**config.mk**
```make
export PLATFORM = sky130hd
export DESIGN_NAME = sliding_mode_rotor_observer
export DESIGN_NICKNAME = d
export VERILOG_FILES = /design/src/design/smro_pkg.sv /design/src/design/smro_mul.sv /design/src/design/sliding_mode_rotor_observer.sv
export SDC_FILE = /design/constraint.sdc
export NUM_CORES = 2
export LEC_CHECK = 0
export BUFFER_PORTS_ARGS = -buffer_cell sky130_fd_sc_hd__buf_2
export CAP_MARGIN = 15
export CORE_MARGIN = 2
export CORE_UTILIZATION = 63
export CTS_CLUSTER_SIZE = 40
export DETAILED_ROUTE_END_ITERATION = 7
export PLACE_DENSITY = 0.89
export SLEW_MARGIN = 20
export SYNTH_ARGS = -nofsm -noshare
export SYNTH_HDL_FRONTEND = slang
export SYNTH_HIERARCHICAL = 1
export SYNTH_SLANG_ARGS = --single-unit
```
**constraint.sdc**
```tcl
create_clock -name clk -period 20.5 [get_ports clk]
set_clock_uncertainty 0.2 [all_clocks]
set_input_delay 4.1 -clock clk [delete_from_list [all_inputs] [get_ports clk]]
set_output_delay 4.1 -clock clk [all_outputs]
set_load 0.005 [all_outputs]
```
**src/design/smro_pkg.sv**
```systemverilog
// ----------------------------------------------------------------------------
// smro_pkg
// Types, constants and arithmetic helpers shared by the rotor observer files.
// ----------------------------------------------------------------------------
package smro_pkg;

    // Serial multiplier operand widths: A is a signed data word, B a signed
    // coefficient wide enough for every register as two's complement.
    localparam int MUL_AW = 40;
    localparam int MUL_BW = 33;
    localparam int MUL_CW = $clog2(MUL_BW);

    localparam int ATAN_LEN = 24;

    localparam logic [2:0] REG_DECAY  = 3'd0;
    localparam logic [2:0] REG_INGAIN = 3'd1;
    localparam logic [2:0] REG_SWITCH = 3'd2;
    localparam logic [2:0] REG_EMFGN  = 3'd3;
    localparam logic [2:0] REG_B0     = 3'd4;
    localparam logic [2:0] REG_A1     = 3'd5;
    localparam logic [2:0] REG_A2     = 3'd6;

    typedef struct packed {
        logic signed [15:0] voltage_alpha;
        logic signed [15:0] voltage_beta;
        logic signed [15:0] current_alpha;
        logic signed [15:0] current_beta;
    } in_t;

    typedef struct packed {
        logic        [15:0] electrical_angle;
        logic signed [31:0] electrical_speed;
        logic signed [15:0] emf_alpha;
        logic signed [15:0] emf_beta;
    } out_t;

    typedef enum logic [2:0] {
        OP_EST_DECAY,
        OP_EST_DRIVE,
        OP_RES_DECAY,
        OP_EMF_CORR,
        OP_FF,
        OP_FB1,
        OP_FB2
    } op_t;

    // Arctangent of 2^-i in binary turns, 2^32 equals one turn.
    function automatic logic [31:0] atan_turn(input logic [4:0] idx);
        logic [31:0] v;
        case (idx)
            5'd0:    v = 32'd536870912;
            5'd1:    v = 32'd316933406;
            5'd2:    v = 32'd167458907;
            5'd3:    v = 32'd85004756;
            5'd4:    v = 32'd42667331;
            5'd5:    v = 32'd21354465;
            5'd6:    v = 32'd10679838;
            5'd7:    v = 32'd5340245;
            5'd8:    v = 32'd2670163;
            5'd9:    v = 32'd1335087;
            5'd10:   v = 32'd667544;
            5'd11:   v = 32'd333772;
            5'd12:   v = 32'd166886;
            5'd13:   v = 32'd83443;
            5'd14:   v = 32'd41721;
            5'd15:   v = 32'd20860;
            5'd16:   v = 32'd10430;
            5'd17:   v = 32'd5215;
            5'd18:   v = 32'd2607;
            5'd19:   v = 32'd1303;
            5'd20:   v = 32'd651;
            5'd21:   v = 32'd325;
            5'd22:   v = 32'd162;
            5'd23:   v = 32'd81;
            default: v = 32'd0;
        endcase
        return v;
    endfunction

    // Add half an LSB, then arithmetic shift right.
    function automatic logic signed [63:0] round_shift(input logic signed [63:0] x,
                                                       input int unsigned s);
        logic signed [63:0] t;
        t = x + (64'sd1 <<< (s - 1));
        return t >>> s;
    endfunction

    function automatic logic signed [31:0] sat32(input logic signed [63:0] x);
        logic signed [31:0] r;
        if (x > 64'sd2147483647)
            r = 32'sh7fffffff;
        else if (x < -64'sd2147483648)
            r = 32'sh80000000;
        else
            r = x[31:0];
        return r;
    endfunction

    // Switching term eta * sign(x) * 2^15.
    function automatic logic signed [63:0] switch_term(input logic [15:0] eta,
                                                       input logic signed [31:0] x);
        logic signed [63:0] m;
        m = $signed({33'd0, eta, 15'd0});
        if (x > 32'sd0)
            return m;
        else if (x < 32'sd0)
            return -m;
        else
            return 64'sd0;
    endfunction

endpackage

```
**src/design/smro_mul.sv**
```systemverilog
// ----------------------------------------------------------------------------
// smro_mul
// Bit-serial signed multiplier: one coefficient bit per cycle, shift-add.
// ----------------------------------------------------------------------------
module smro_mul (
    input  logic                                   clk,
    input  logic                                   rst_n,
    input  logic                                   start,
    input  logic signed [smro_pkg::MUL_AW-1:0]     op_a,
    input  logic signed [smro_pkg::MUL_BW-1:0]     op_b,
    output logic                                   done,
    output logic signed [63:0]                     product
);
    import smro_pkg::*;

    logic signed [MUL_AW:0]   hi_reg;
    logic        [MUL_BW-1:0] lo_reg;
    logic signed [MUL_AW:0]   a_reg;
    logic        [MUL_CW-1:0] cnt_reg;
    logic                     busy_reg;
    logic                     done_reg;

    logic signed [MUL_AW:0] addend;
    logic signed [MUL_AW:0] sum;
    logic                   last;
    logic [MUL_AW+MUL_BW:0] full_w;

    assign last = (cnt_reg == MUL_CW'(MUL_BW - 1));

    // The top coefficient bit carries negative weight.
    always_comb
    begin
        if (!lo_reg[0])
            addend = '0;
        else if (last)
            addend = -a_reg;
        else
            addend = a_reg;
        sum = hi_reg + addend;
    end

    always_ff @(posedge clk or negedge rst_n)
    begin
        if (!rst_n)
        begin
            busy_reg <= 1'b0;
            done_reg <= 1'b0;
            cnt_reg  <= '0;
        end
        else
        begin
            done_reg <= 1'b0;
            if (start)
            begin
                busy_reg <= 1'b1;
                cnt_reg  <= '0;
            end
            else if (busy_reg)
            begin
                cnt_reg <= cnt_reg + 1'b1;
                if (last)
                begin
                    busy_reg <= 1'b0;
                    done_reg <= 1'b1;
                end
            end
        end
    end

    always_ff @(posedge clk)
    begin
        if (start)
        begin
            a_reg  <= {op_a[MUL_AW-1], op_a};
            hi_reg <= '0;
            lo_reg <= op_b;
        end
        else if (busy_reg)
        begin
            hi_reg <= {sum[MUL_AW], sum[MUL_AW:1]};
            lo_reg <= {sum[0], lo_reg[MUL_BW-1:1]};
        end
    end

    // Every product the observer forms fits in 64 bits.
    assign full_w  = {hi_reg, lo_reg};
    assign done    = done_reg;
    assign product = $signed(full_w[63:0]);

endmodule

```
**src/design/sliding_mode_rotor_observer.sv**
```systemverilog
// ----------------------------------------------------------------------------
// sliding_mode_rotor_observer
// Sliding-mode back-EMF observer giving rotor angle and speed per sample.
// ----------------------------------------------------------------------------
// The input channel (in_valid, in_stall, in_data) takes one item of alpha and
// beta voltage and measured current. The output channel (out_valid,
// out_stall, out_data) returns one item per input: angle, filtered speed and
// both EMF estimates. Coefficients are written through cfg_we, cfg_index and
// cfg_data; the user must write them only while the block is idle, as the
// block itself does not enforce this. All products go through one bit-serial
// multiplier; each item takes eleven products plus the CORDIC rotation (one
// step per cycle, min(CORDIC_STEPS, ATAN_LEN) steps, none for a zero EMF).
// One item is processed at a time; a new item waits until the last is done.
// in_stall is high from acceptance until the result has been handed to the
// output register. A result waits in that register while out_stall is high;
// a finished computation holds until the register is free.
// Reset clears all coefficients, observer state and filter history to zero.
// ----------------------------------------------------------------------------
module sliding_mode_rotor_observer #(
    parameter int CORDIC_STEPS = 16,
    parameter int SAMPLE_WIDTH = 16
) (
    input  logic             clk,
    input  logic             rst_n,
    input  logic             in_valid,
    output logic             in_stall,
    input  smro_pkg::in_t    in_data,
    output logic             out_valid,
    input  logic             out_stall,
    output smro_pkg::out_t   out_data,
    input  logic             cfg_we,
    input  logic [2:0]       cfg_index,
    input  logic [31:0]      cfg_data
);
    import smro_pkg::*;

    localparam int ROT_STEPS = (CORDIC_STEPS < ATAN_LEN) ? CORDIC_STEPS : ATAN_LEN;
    localparam int OUT_BITS  = (SAMPLE_WIDTH < 16) ? SAMPLE_WIDTH : 16;
    localparam logic signed [31:0] EMF_HI = (32'sd1 <<< (OUT_BITS - 1)) - 32'sd1;
    localparam logic signed [31:0] EMF_LO = -EMF_HI - 32'sd1;

    typedef enum logic [6:0] {
        ST_IDLE     = 7'b0000001,
        ST_PREP     = 7'b0000010,
        ST_MUL      = 7'b0000100,
        ST_ROT_INIT = 7'b0001000,
        ST_ROT      = 7'b0010000,
        ST_DIR      = 7'b0100000,
        ST_FIN      = 7'b1000000
    } state_t;

    state_t state_reg;
    op_t    op_reg;
    logic   axis_reg;
    logic   launch_reg;

    logic [14:0]        decay_reg;
    logic [15:0]        ingain_reg;
    logic [15:0]        switch_reg;
    logic [23:0]        emfgain_reg;
    logic signed [31:0] b0_reg;
    logic signed [31:0] a1_reg;
    logic signed [31:0] a2_reg;

    logic signed [31:0] est_reg [2];
    logic signed [31:0] emf_reg [2];
    logic signed [31:0] rp_reg  [2];
    logic        [15:0] last_dir_reg;
    logic signed [15:0] x1_reg;
    logic signed [15:0] x2_reg;
    logic signed [31:0] y1_reg;
    logic signed [31:0] y2_reg;

    in_t                in_reg;
    logic signed [31:0] r_reg;
    logic signed [63:0] acc_reg;
    logic signed [MUL_AW-1:0] inner_reg;
    logic signed [35:0] cx_reg;
    logic signed [35:0] cy_reg;
    logic        [31:0] ang_reg;
    logic        [4:0]  rot_idx_reg;
    logic               zero_reg;
    logic        [15:0] dir_reg;
    logic signed [15:0] delta_reg;
    out_t               res_reg;
    out_t               out_reg;
    logic               out_valid_reg;

    logic signed [MUL_AW-1:0] mul_a;
    logic signed [MUL_BW-1:0] mul_b;
    logic                     mul_done;
    logic signed [63:0]       mul_p;

    logic signed [15:0] u_cur;
    logic signed [15:0] meas_cur;
    logic signed [31:0] est_cur;
    logic signed [31:0] emf_cur;
    logic signed [31:0] rp_cur;
    logic signed [63:0] r_wide;
    logic signed [63:0] drive_acc;
    logic signed [63:0] inner_val;
    logic signed [63:0] emf_sum;
    logic signed [63:0] y_val;
    logic signed [31:0] speed;
    logic        [15:0] dir_w;
    logic        [15:0] angle_w;
    logic signed [35:0] cdx;
    logic signed [35:0] cdy;
    logic               out_free;

    assign u_cur    = axis_reg ? in_reg.voltage_beta : in_reg.voltage_alpha;
    assign meas_cur = axis_reg ? in_reg.current_beta : in_reg.current_alpha;
    assign est_cur  = est_reg[axis_reg];
    assign emf_cur  = emf_reg[axis_reg];
    assign rp_cur   = rp_reg[axis_reg];

    always_comb
    begin
        case (op_reg)
            OP_EST_DECAY:
            begin
                mul_a = MUL_AW'(est_cur);
                mul_b = {18'd0, decay_reg};
            end
            OP_EST_DRIVE:
            begin
                mul_a = MUL_AW'(u_cur) - MUL_AW'(emf_cur);
                mul_b = {17'd0, ingain_reg};
            end
            OP_RES_DECAY:
            begin
                mul_a = MUL_AW'(rp_cur);
                mul_b = {18'd0, decay_reg};
            end
            OP_EMF_CORR:
            begin
                mul_a = inner_reg;
                mul_b = {9'd0, emfgain_reg};
            end
            OP_FF:
            begin
                mul_a = MUL_AW'(delta_reg) + (MUL_AW'(x1_reg) <<< 1) + MUL_AW'(x2_reg);
                mul_b = {b0_reg[31], b0_reg};
            end
            OP_FB1:
            begin
                mul_a = MUL_AW'(y1_reg);
                mul_b = {a1_reg[31], a1_reg};
            end
            OP_FB2:
            begin
                mul_a = MUL_AW'(y2_reg);
                mul_b = {a2_reg[31], a2_reg};
            end
            default:
            begin
                mul_a = '0;
                mul_b = '0;
            end
        endcase
    end

    smro_mul u_mul (
        .clk     (clk),
        .rst_n   (rst_n),
        .start   (launch_reg),
        .op_a    (mul_a),
        .op_b    (mul_b),
        .done    (mul_done),
        .product (mul_p)
    );

    always_comb
    begin
        r_wide    = 64'(est_cur) - 64'(meas_cur);
        drive_acc = acc_reg + mul_p - switch_term(switch_reg, r_reg);
        inner_val = round_shift((64'(r_reg) <<< 16) - (mul_p <<< 1)
                                + switch_term(switch_reg, rp_cur), 16);
        emf_sum   = 64'(emf_cur) + round_shift(mul_p, 16);
        y_val     = acc_reg - round_shift(mul_p, 30);
        speed     = sat32(y_val);
        dir_w     = zero_reg ? 16'd0 : 16'((ang_reg + 32'h8000) >> 16);
        if (speed > 32'sd0)
            angle_w = dir_reg - 16'h4000;
        else if (speed < 32'sd0)
            angle_w = dir_reg - 16'hc000;
        else
            angle_w = dir_reg;
        cdx = cy_reg >>> rot_idx_reg;
        cdy = cx_reg >>> rot_idx_reg;
    end

    assign out_free = !out_valid_reg || !out_stall;

    // Configuration registers.
    always_ff @(posedge clk or negedge rst_n)
    begin
        if (!rst_n)
        begin
            decay_reg   <= '0;
            ingain_reg  <= '0;
            switch_reg  <= '0;
            emfgain_reg <= '0;
            b0_reg      <= '0;
            a1_reg      <= '0;
            a2_reg      <= '0;
        end
        else if (cfg_we)
        begin
            case (cfg_index)
                REG_DECAY:  decay_reg   <= cfg_data[14:0];
                REG_INGAIN: ingain_reg  <= cfg_data[15:0];
                REG_SWITCH: switch_reg  <= cfg_data[15:0];
                REG_EMFGN:  emfgain_reg <= cfg_data[23:0];
                REG_B0:     b0_reg      <= cfg_data;
                REG_A1:     a1_reg      <= cfg_data;
                REG_A2:     a2_reg      <= cfg_data;
                default:    ;
            endcase
        end
    end

    // Sequencer and observer state.
    always_ff @(posedge clk or negedge rst_n)
    begin
        if (!rst_n)
        begin
            state_reg     <= ST_IDLE;
            op_reg        <= OP_EST_DECAY;
            axis_reg      <= 1'b0;
            launch_reg    <= 1'b0;
            out_valid_reg <= 1'b0;
            est_reg[0]    <= '0;
            est_reg[1]    <= '0;
            emf_reg[0]    <= '0;
            emf_reg[1]    <= '0;
            rp_reg[0]     <= '0;
            rp_reg[1]     <= '0;
            last_dir_reg  <= '0;
            x1_reg        <= '0;
            x2_reg        <= '0;
            y1_reg        <= '0;
            y2_reg        <= '0;
        end
        else
        begin
            // Every product except the last one of an axis and of the filter
            // starts the next product right away.
            launch_reg <= (state_reg == ST_PREP) || (state_reg == ST_DIR) ||
                          (state_reg == ST_MUL && mul_done &&
                           op_reg != OP_EMF_CORR && op_reg != OP_FB2);

            if (state_reg == ST_FIN && out_free)
                out_valid_reg <= 1'b1;
            else if (!out_stall)
                out_valid_reg <= 1'b0;

            case (state_reg)
                ST_IDLE:
                begin
                    if (in_valid)
                    begin
                        axis_reg  <= 1'b0;
                        state_reg <= ST_PREP;
                    end
                end
                ST_PREP:
                begin
                    op_reg    <= OP_EST_DECAY;
                    state_reg <= ST_MUL;
                end
                ST_MUL:
                begin
                    if (mul_done)
                    begin
                        case (op_reg)
                            OP_EST_DECAY:
                                op_reg <= OP_EST_DRIVE;
                            OP_EST_DRIVE:
                            begin
                                est_reg[axis_reg] <= sat32(round_shift(drive_acc, 16));
                                op_reg            <= OP_RES_DECAY;
                            end
                            OP_RES_DECAY:
                                op_reg <= OP_EMF_CORR;
                            OP_EMF_CORR:
                            begin
                                emf_reg[axis_reg] <= sat32(emf_sum);
                                rp_reg[axis_reg]  <= r_reg;
                                if (!axis_reg)
                                begin
                                    axis_reg  <= 1'b1;
                                    state_reg <= ST_PREP;
                                end
                                else
                                    state_reg <= ST_ROT_INIT;
                            end
                            OP_FF:
                                op_reg <= OP_FB1;
                            OP_FB1:
                                op_reg <= OP_FB2;
                            OP_FB2:
                            begin
                                x2_reg       <= x1_reg;
                                x1_reg       <= delta_reg;
                                y2_reg       <= y1_reg;
                                y1_reg       <= speed;
                                last_dir_reg <= dir_reg;
                                state_reg    <= ST_FIN;
                            end
                            default: state_reg <= ST_IDLE;
                        endcase
                    end
                end
                ST_ROT_INIT:
                begin
                    // With the EMF at the origin the direction is zero and no
                    // rotation is needed.
                    if (zero_reg)
                        state_reg <= ST_DIR;
                    else
                        state_reg <= ST_ROT;
                end
                ST_ROT:
                begin
                    if (rot_idx_reg == 5'(ROT_STEPS - 1))
                        state_reg <= ST_DIR;
                end
                ST_DIR:
                begin
                    op_reg    <= OP_FF;
                    state_reg <= ST_MUL;
                end
                ST_FIN:
                begin
                    if (out_free)
                        state_reg <= ST_IDLE;
                end
                default: state_reg <= ST_IDLE;
            endcase
        end
    end

    // Datapath registers without reset.
    always_ff @(posedge clk)
    begin
        if (state_reg == ST_IDLE && in_valid)
            in_reg <= in_data;
        if (state_reg == ST_PREP)
            r_reg <= sat32(r_wide);
        if (state_reg == ST_MUL && mul_done)
        begin
            case (op_reg)
                OP_EST_DECAY: acc_reg   <= mul_p <<< 1;
                OP_RES_DECAY: inner_reg <= inner_val[MUL_AW-1:0];
                OP_FF:        acc_reg   <= round_shift(mul_p, 16);
                OP_FB1:       acc_reg   <= y_val;
                OP_FB2:
                begin
                    res_reg.electrical_angle <= angle_w;
                    res_reg.electrical_speed <= speed;
                    res_reg.emf_alpha <= (emf_reg[0] > EMF_HI) ? EMF_HI[15:0] :
                                         (emf_reg[0] < EMF_LO) ? EMF_LO[15:0] :
                                         emf_reg[0][15:0];
                    res_reg.emf_beta  <= (emf_reg[1] > EMF_HI) ? EMF_HI[15:0] :
                                         (emf_reg[1] < EMF_LO) ? EMF_LO[15:0] :
                                         emf_reg[1][15:0];
                end
                default: ;
            endcase
        end
        if (state_reg == ST_MUL && mul_done && op_reg == OP_EMF_CORR && axis_reg)
        begin
            // emf_reg[1] is written at this same edge; start from the new beta
            // value here and the stored alpha value.
            zero_reg    <= (emf_reg[0] == 32'sd0) && (sat32(emf_sum) == 32'sd0);
            rot_idx_reg <= '0;
            if (emf_reg[0] < 32'sd0)
            begin
                cx_reg  <= -36'(emf_reg[0]);
                cy_reg  <= -36'(sat32(emf_sum));
                ang_reg <= 32'h8000_0000;
            end
            else
            begin
                cx_reg  <= 36'(emf_reg[0]);
                cy_reg  <= 36'(sat32(emf_sum));
                ang_reg <= 32'd0;
            end
        end
        if (state_reg == ST_ROT)
        begin
            rot_idx_reg <= rot_idx_reg + 1'b1;
            if (cy_reg >= 36'sd0)
            begin
                cx_reg  <= cx_reg + cdx;
                cy_reg  <= cy_reg - cdy;
                ang_reg <= ang_reg + atan_turn(rot_idx_reg);
            end
            else
            begin
                cx_reg  <= cx_reg - cdx;
                cy_reg  <= cy_reg + cdy;
                ang_reg <= ang_reg - atan_turn(rot_idx_reg);
            end
        end
        if (state_reg == ST_DIR)
        begin
            dir_reg   <= dir_w;
            delta_reg <= $signed(dir_w - last_dir_reg);
        end
        if (state_reg == ST_FIN && out_free)
            out_reg <= res_reg;
    end

    assign in_stall  = (state_reg != ST_IDLE);
    assign out_valid = out_valid_reg;
    assign out_data  = out_reg;

    a_done_in_mul : assert property (@(posedge clk) disable iff (!rst_n)
        mul_done |-> state_reg == ST_MUL)
        else $error("multiplier finished outside a multiply step");

    a_accept_starts : assert property (@(posedge clk) disable iff (!rst_n)
        (in_valid && !in_stall) |=> state_reg == ST_PREP && !axis_reg)
        else $error("accepted item did not start on the alpha axis");

    a_rot_bound : assert property (@(posedge clk) disable iff (!rst_n)
        state_reg == ST_ROT |-> rot_idx_reg < 5'(ROT_STEPS))
        else $error("rotation step count exceeded");

    a_out_from_fin : assert property (@(posedge clk) disable iff (!rst_n)
        $rose(out_valid) |-> $past(state_reg == ST_FIN))
        else $error("result presented without finishing an item");

endmodule

```
# Word level (Yosys, flattened, before mapping)
# Memories as Yosys holds them, arrays and structs flattened. A register that Yosys moved wholly into a read port is not among the register bits.
# Cells that the tools add are included.
[word_totals]
regBits = 1107
romBits = 1920
inputBits = 104
elab_cells = 276
mem_count = 2
[classes]
add_sub_neg = 31
order_cmp = 22
eq_ne = 32
shift = 2
mux = 93
n_bitwise = 1
reduce_logical = 42
[memory_table]
columns = ["memory", "depth", "word_bits", "read_ports", "rd_ports_with_merged_regs", "wr", "line_no", "rtl"]
rows = [
  ["(no name shown)", 32, 30, 1, 1, 0, "smro_pkg.sv:50", "case (idx)"],
  ["(no name shown)", 32, 30, 1, 1, 0, "smro_pkg.sv:50", ""],
]
[op_table]
columns = ["cell", "count"]
rows = [
  ["$mux W32", 34],
  ["$mux W36", 8],
  ["$pmux W40 S7", 1],
  ["$pmux W33 S6", 1],
  ["$bwmux W64", 3],
  ["$pmux W64 S3", 1],
  ["$add A64 B17 Y64 const B", 2],
  ["$lt A32 B1 Y1 const B", 4],
  ["$mux W64", 2],
  ["$mux W16", 7],
  ["$mux W56", 2],
  ["$gt A32 B1 Y1 const B", 3],
  ["$mux W41", 2],
  ["$add A36 B36 Y36", 2],
  ["$neg A32 Y36", 2],
  ["$sshr A36 B5 Y36", 2],
  ["$sub A36 B36 Y36", 2],
  ["$mux W33", 2],
  ["$add A64 B31 Y64 const B", 1],
  ["$add A64 B64 Y64", 1],
  ["$gt A32 B16 Y1 const B", 2],
  ["$gt A64 B32 Y1 const B", 1],
  ["$logic_not A32 Y1", 2],
  ["$lt A32 B16 Y1 const B", 2],
  ["other kinds (74)", 134],
]

# Logic depth before layout (Yosys ltp)
[logic_depth]
ltp_word = 14
ltp_mapped = 39

# Cells and area by module
# Netlist, hierarchy kept.
[by_module_without_submodules]
columns = ["module", "instances", "cells_each", "area_per_inst_um2", "seq_area_each_um2"]
rows = [
  ["sliding_mode_rotor_observer", 1, 7987, 75153.3, 27787.9],
  ["smro_mul", 1, 792, 7880.1, 3193.1],
]

# Worst setup path after synthesis
# Ideal clock, no wire load.
[synth_path]
path_type = "in2reg"
start = "in out_stall"
end = "reg out_reg (netlist bit out_data[0]) (enable)"
setup_ps = 545
arrival_time_ps = 7994
path_slack_ps = 11762
cell_stages = 1
path_buffers = 0
path_cell_list = "a21oi_1"
[synth_via]
elab_chain_cells = 3
[synth_rtl]
columns = ["item", "line_no", "rtl"]
rows = [
  ["from (decl)", "sliding_mode_rotor_observer.sv:29", "input logic out_stall,"],
  ["$logic_not A1 Y1", "-", ""],
  ["$logic_or A1 B1 Y1", "sliding_mode_rotor_observer.sv:193", "assign out_free = !out_valid_reg || !out_stall;"],
  ["$logic_and A1 B1 Y1", "sliding_mode_rotor_observer.sv:412", "if (state_reg == ST_FIN && out_free)"],
  ["to (signal assigned)", "sliding_mode_rotor_observer.sv:413", "out_reg <= res_reg;"],
  ["to (decl)", "sliding_mode_rotor_observer.sv:86", "out_t out_reg;"],
]
# Every way passes these cells.
# A chain may end at the register's enable or synchronous reset.

# Worst setup path after layout
[layout_path]
start = "reg u_mul.lo_reg[29]"
end = "reg cy_reg[32] (data pin)"
[layout_via]
elab_chain_cells = 11
word_cells_on_any_way = 12
[layout_rtl]
columns = ["item", "line_no", "rtl"]
rows = [
  ["from (decl)", "smro_mul.sv:17", "logic [MUL_BW-1:0] lo_reg;"],
  ["from (signal assigned)", "smro_mul.sv:76", "lo_reg <= op_b;"],
  ["from (signal assigned)", "smro_mul.sv:81", "lo_reg <= {sum[0], lo_reg[MUL_BW-1:1]};"],
  ["$add A64 B17 Y64 *", "smro_pkg.sv:84", "t = x + (64'sd1 <<< (s - 1));"],
  ["$add A32 B48 Y49 *", "sliding_mode_rotor_observer.sv:179", "emf_sum = 64'(emf_cur) + round_shift(mul_p, 16);"],
  ["$lt A49 B32 Y1", "smro_pkg.sv:92", "else if (x < -64'sd2147483648)"],
  ["$mux W32", "smro_pkg.sv:92", ""],
  ["$mux W32 *", "-", ""],
  ["$mux W32", "sliding_mode_rotor_observer.sv:378", "if (emf_reg[0] < 32'sd0)"],
  ["$mux W32", "sliding_mode_rotor_observer.sv:372", "if (state_reg == ST_MUL && mul_done && op_reg == OP_EMF_CORR && axis_reg)"],
  ["$neg A32 Y36", "sliding_mode_rotor_observer.sv:381", "cy_reg <= -36'(sat32(emf_sum));"],
  ["$mux W36 *", "sliding_mode_rotor_observer.sv:378", ""],
  ["$mux W36 *", "sliding_mode_rotor_observer.sv:372", ""],
  ["$mux W36 *", "sliding_mode_rotor_observer.sv:391", "if (state_reg == ST_ROT)"],
  ["to (signal assigned)", "sliding_mode_rotor_observer.sv:381", ""],
  ["to (signal assigned)", "sliding_mode_rotor_observer.sv:387", "cy_reg <= 36'(sat32(emf_sum));"],
  ["to (signal assigned)", "sliding_mode_rotor_observer.sv:397", "cy_reg <= cy_reg - cdy;"],
  ["to (decl)", "sliding_mode_rotor_observer.sv:79", "logic signed [35:0] cy_reg;"],
]
# Mark *: on every way between the ends. The rest lies on a longest branch, timed or not. The select of a mux whose other input is x is not followed.

==> impl_results.md <==
* RSZ-0062 raised after global routing: no
* DIE WIDTH at 367.0 µm
* Global-route wire length before repair at 438600 µm
* Clock tree buffer depth at 3
* TritonRoute pass-1 iters at 8
* Seq cells post-synth at about 1100
* DRC at 12
* Crit path from: u_mul/lo_reg[29]$_DFFE_PP_
* Post-Place Cells at 10380
* Clock latency on the worst-skew pair at 820 ps
* Syn Nets at 9514
* Slew @ Worst Pin at between 1000 and 1500 ps
* Main synth FF type: edfxtp_1
* CTS resizes at 0
* CP delay by family, top: simple AND/OR/NAND/NOR gates
* GRT overflow at 0
* I/O Buffers at 185
* Cells after Synth at slightly below 9000
* Number of distinct library cells after synthesis at 107
* Synth top area share at 0.2079
* # IOs at 186
* Setup crit start kind: flip-flop
* Top-count cell post-synth: nand2_1
* Register-to-Register Setup Slack at 10310 ps
* CP required at 20760 ps
* Area leader, netlist: edfxtp_1
* Fin cells at 10620
* Final Total Pwr at 10.29 mW
* P_int at ~5.8 mW
* Crit Path Class: reg -> reg
* Fin crit period at roughly 10000 ps
* Post-route clock period utilization at 0.4970
* Final setup TNS at 0 ps
* Relative slew slack at 0.1193
* Share of layout cells above drive strength 1 at 0.1215
* Slowest cell delay on critical path at 610 ps
* Area grow syn2layout at 7.992%
* DP Wirelength at about 220000 µm
* CTS tree: yes
* Net Sw Power at 4.532 mW
* Combinational power share at 0.482
* Core area at 131100 µm²
* Final wirelength at 296800 µm
* Failing checks: design-rule violations
* Total GRT Usage at 0.4296
* Hold path start: res_reg[5]$_SDFFCE_PN1P_
* Die footprint at 134700 µm²
* Hold_ws at 218.9 ps
* Sequential share of power at 0.292
* Final ANT Viol Nets at 0
* Worst min-delay path class: reg -> reg
* Number of max-cap violations at 0
* P per Cell Area at 114.7 nW/µm²
* Final Instance Area at between 80000 and 90000 µm²
* Leakage at 37.82 nW
* Number of global-route vias before repair at between 60000 and 70000
* Max Transition Viols Final at 0
* Number of hold buffers added after cts at 0
* Share of total power in the clock network at 0.226
* Largest net degree at the start of global routing at 158
* Post-synth top cells: nand2_1 (780), nor2_1 (697), o21ai_0 (637)
* Worst Path Arrival at about 10000 ps
* CTS Sinks at ~1100
* Clock buffer count from CTS at about 120
* Maximum fanout along the worst path at 31
* Switching portion of total power at 0.4406
* Slowest CP cell: edfxtp_1
* Syn_area_per_cell at 9.458 µm²
* First DRT Iteration DRCs at 10870
* Post-synth EDFFs at 575
* Peak VDD IR at between 0.1 and 0.15 mV
* Clk slew on worst S/H paths at 70 ps
* Row count at 133
* Setup Viol. Count Final at 0
* Synthesis Warnings at 6
* Initial antenna violation count at 32
* Wirelength per Cell at 27.95 µm
* Cell area after synthesis at 83030 µm²
* CTS H-tree depth at 3
* Die H at 367.0 µm
* Fmax at 0.09815 GHz
* Fin nets at 9477
* Bufs and invs on worst path at 2
* Total number of vias at 73820
* Register area share after synthesis at 0.3731
* Status: finished with violations
* Critical path's most frequent cell: and3_1
* CP Capture Type: flip-flop
* Starting Density at 0.6332
* Via density at 6.952
* Post-synth ARST share at 0.4327
* Top cells by area, synth: edfxtp_1 (21%), dfrtp_1 (15%), ha_1 (7.8%)
* Final Wtd Congestion at 1.084
* R2r startpoint: u_mul/lo_reg[29]$_DFFE_PP_
* Clock Root Buffer: clkbuf_16
* Setup Buffers After CTS at 0
* Count of final hold-check violations at 0
* Post-DP Area at between 80000 and 90000 µm²
-- power groups by stage --
stage	sequential [mW]	clock, mW	combinational (mW)
floorplan	2.90	0	3.30
global placement	3.00	0	4.63
detailed placement	3.02	0	4.71
CTS	2.98	2.32	4.77
global route	3.01	2.40	5.28
finish	3.00	2.33	4.96
-- layout make-up --
type / count / area (µm²)
multi-input cells: 6715 / 48650
fillers: 9892 / 41460
flip-flops and latches: 1137 / 31000
clock buffers: 155 / 3351
well taps: 1755 / 2196
repair buffers: 312 / 1906
inverters: 457 / 1723
clock inverters: 73 / 813.3
diodes: 14 / 35.03
-- metal layers --
layer	routed length (µm)	vias up	part of all wire	GRT usage
met5	142	-	0.00048	0.004630
met4	21810	24	0.073	0.2609
met3	40790	1156	0.14	0.1324
met2	125000	5319	0.42	0.6248
met1	109000	35530	0.37	0.5622
li1	-	31800	-	-
-- stage by stage --
step	util	setup slack [ps]
finish	0.6838	10310
detailed placement	0.6518	10620
global route	0.6836	9704
floorplan	-	11760
CTS	0.6835	10540
global placement	0.6518	10890
-- worst paths after layout --
kind | to | depth (start not counted)
setup reg to reg | cy_reg[32]$_DFFE_PN_ | 35
max in group asynchronous | rp_reg[23]$_DFFE_PN0P_ | 4
hold / removal | out_data[5]$_DFFE_PP_ | 0
setup / recovery | cy_reg[32]$_DFFE_PN_ | 35
hold reg to reg | out_data[5]$_DFFE_PP_ | 0
min in group asynchronous | a2_reg[21]$_DFFE_PN0P_ | 1
-- worst register-to-register path: cells and delay by family, from the launching register on --
| family | cells | cell delay [ps] |
|---|---|---|
| AOI/OAI and AO/OA | 10 | 2310 |
| xor gates and xnor gates | 2 | 540 |
| adders and majority gates | 2 | 780 |
| buffers and inverters | 2 | 370 |
| DFF | 1 | 610 |
| and+or+nand+nor | 19 | 5060 |
-- cell families after synthesis --
family	synth area share
buffers and inverters	0.04359
DFF	0.3731
adders and majority gates	0.1057
muxes	0.09284
and+or+nand+nor	0.1438
xor gates and xnor gates	0.06858
AOI/OAI and AO/OA	0.1724
-- cell usage in the layout (no fill, tap or decap), drive strengths merged, types with 312 or more instances in the layout --
cell,instances
nand2,781
nor2,698
o21ai,647
a21oi,622
edfxtp,575
ha,518
dfrtp,491
inv,464
xnor2,417
mux2,357
buf,312
Note: power is estimated with default switching activity, not from simulation.
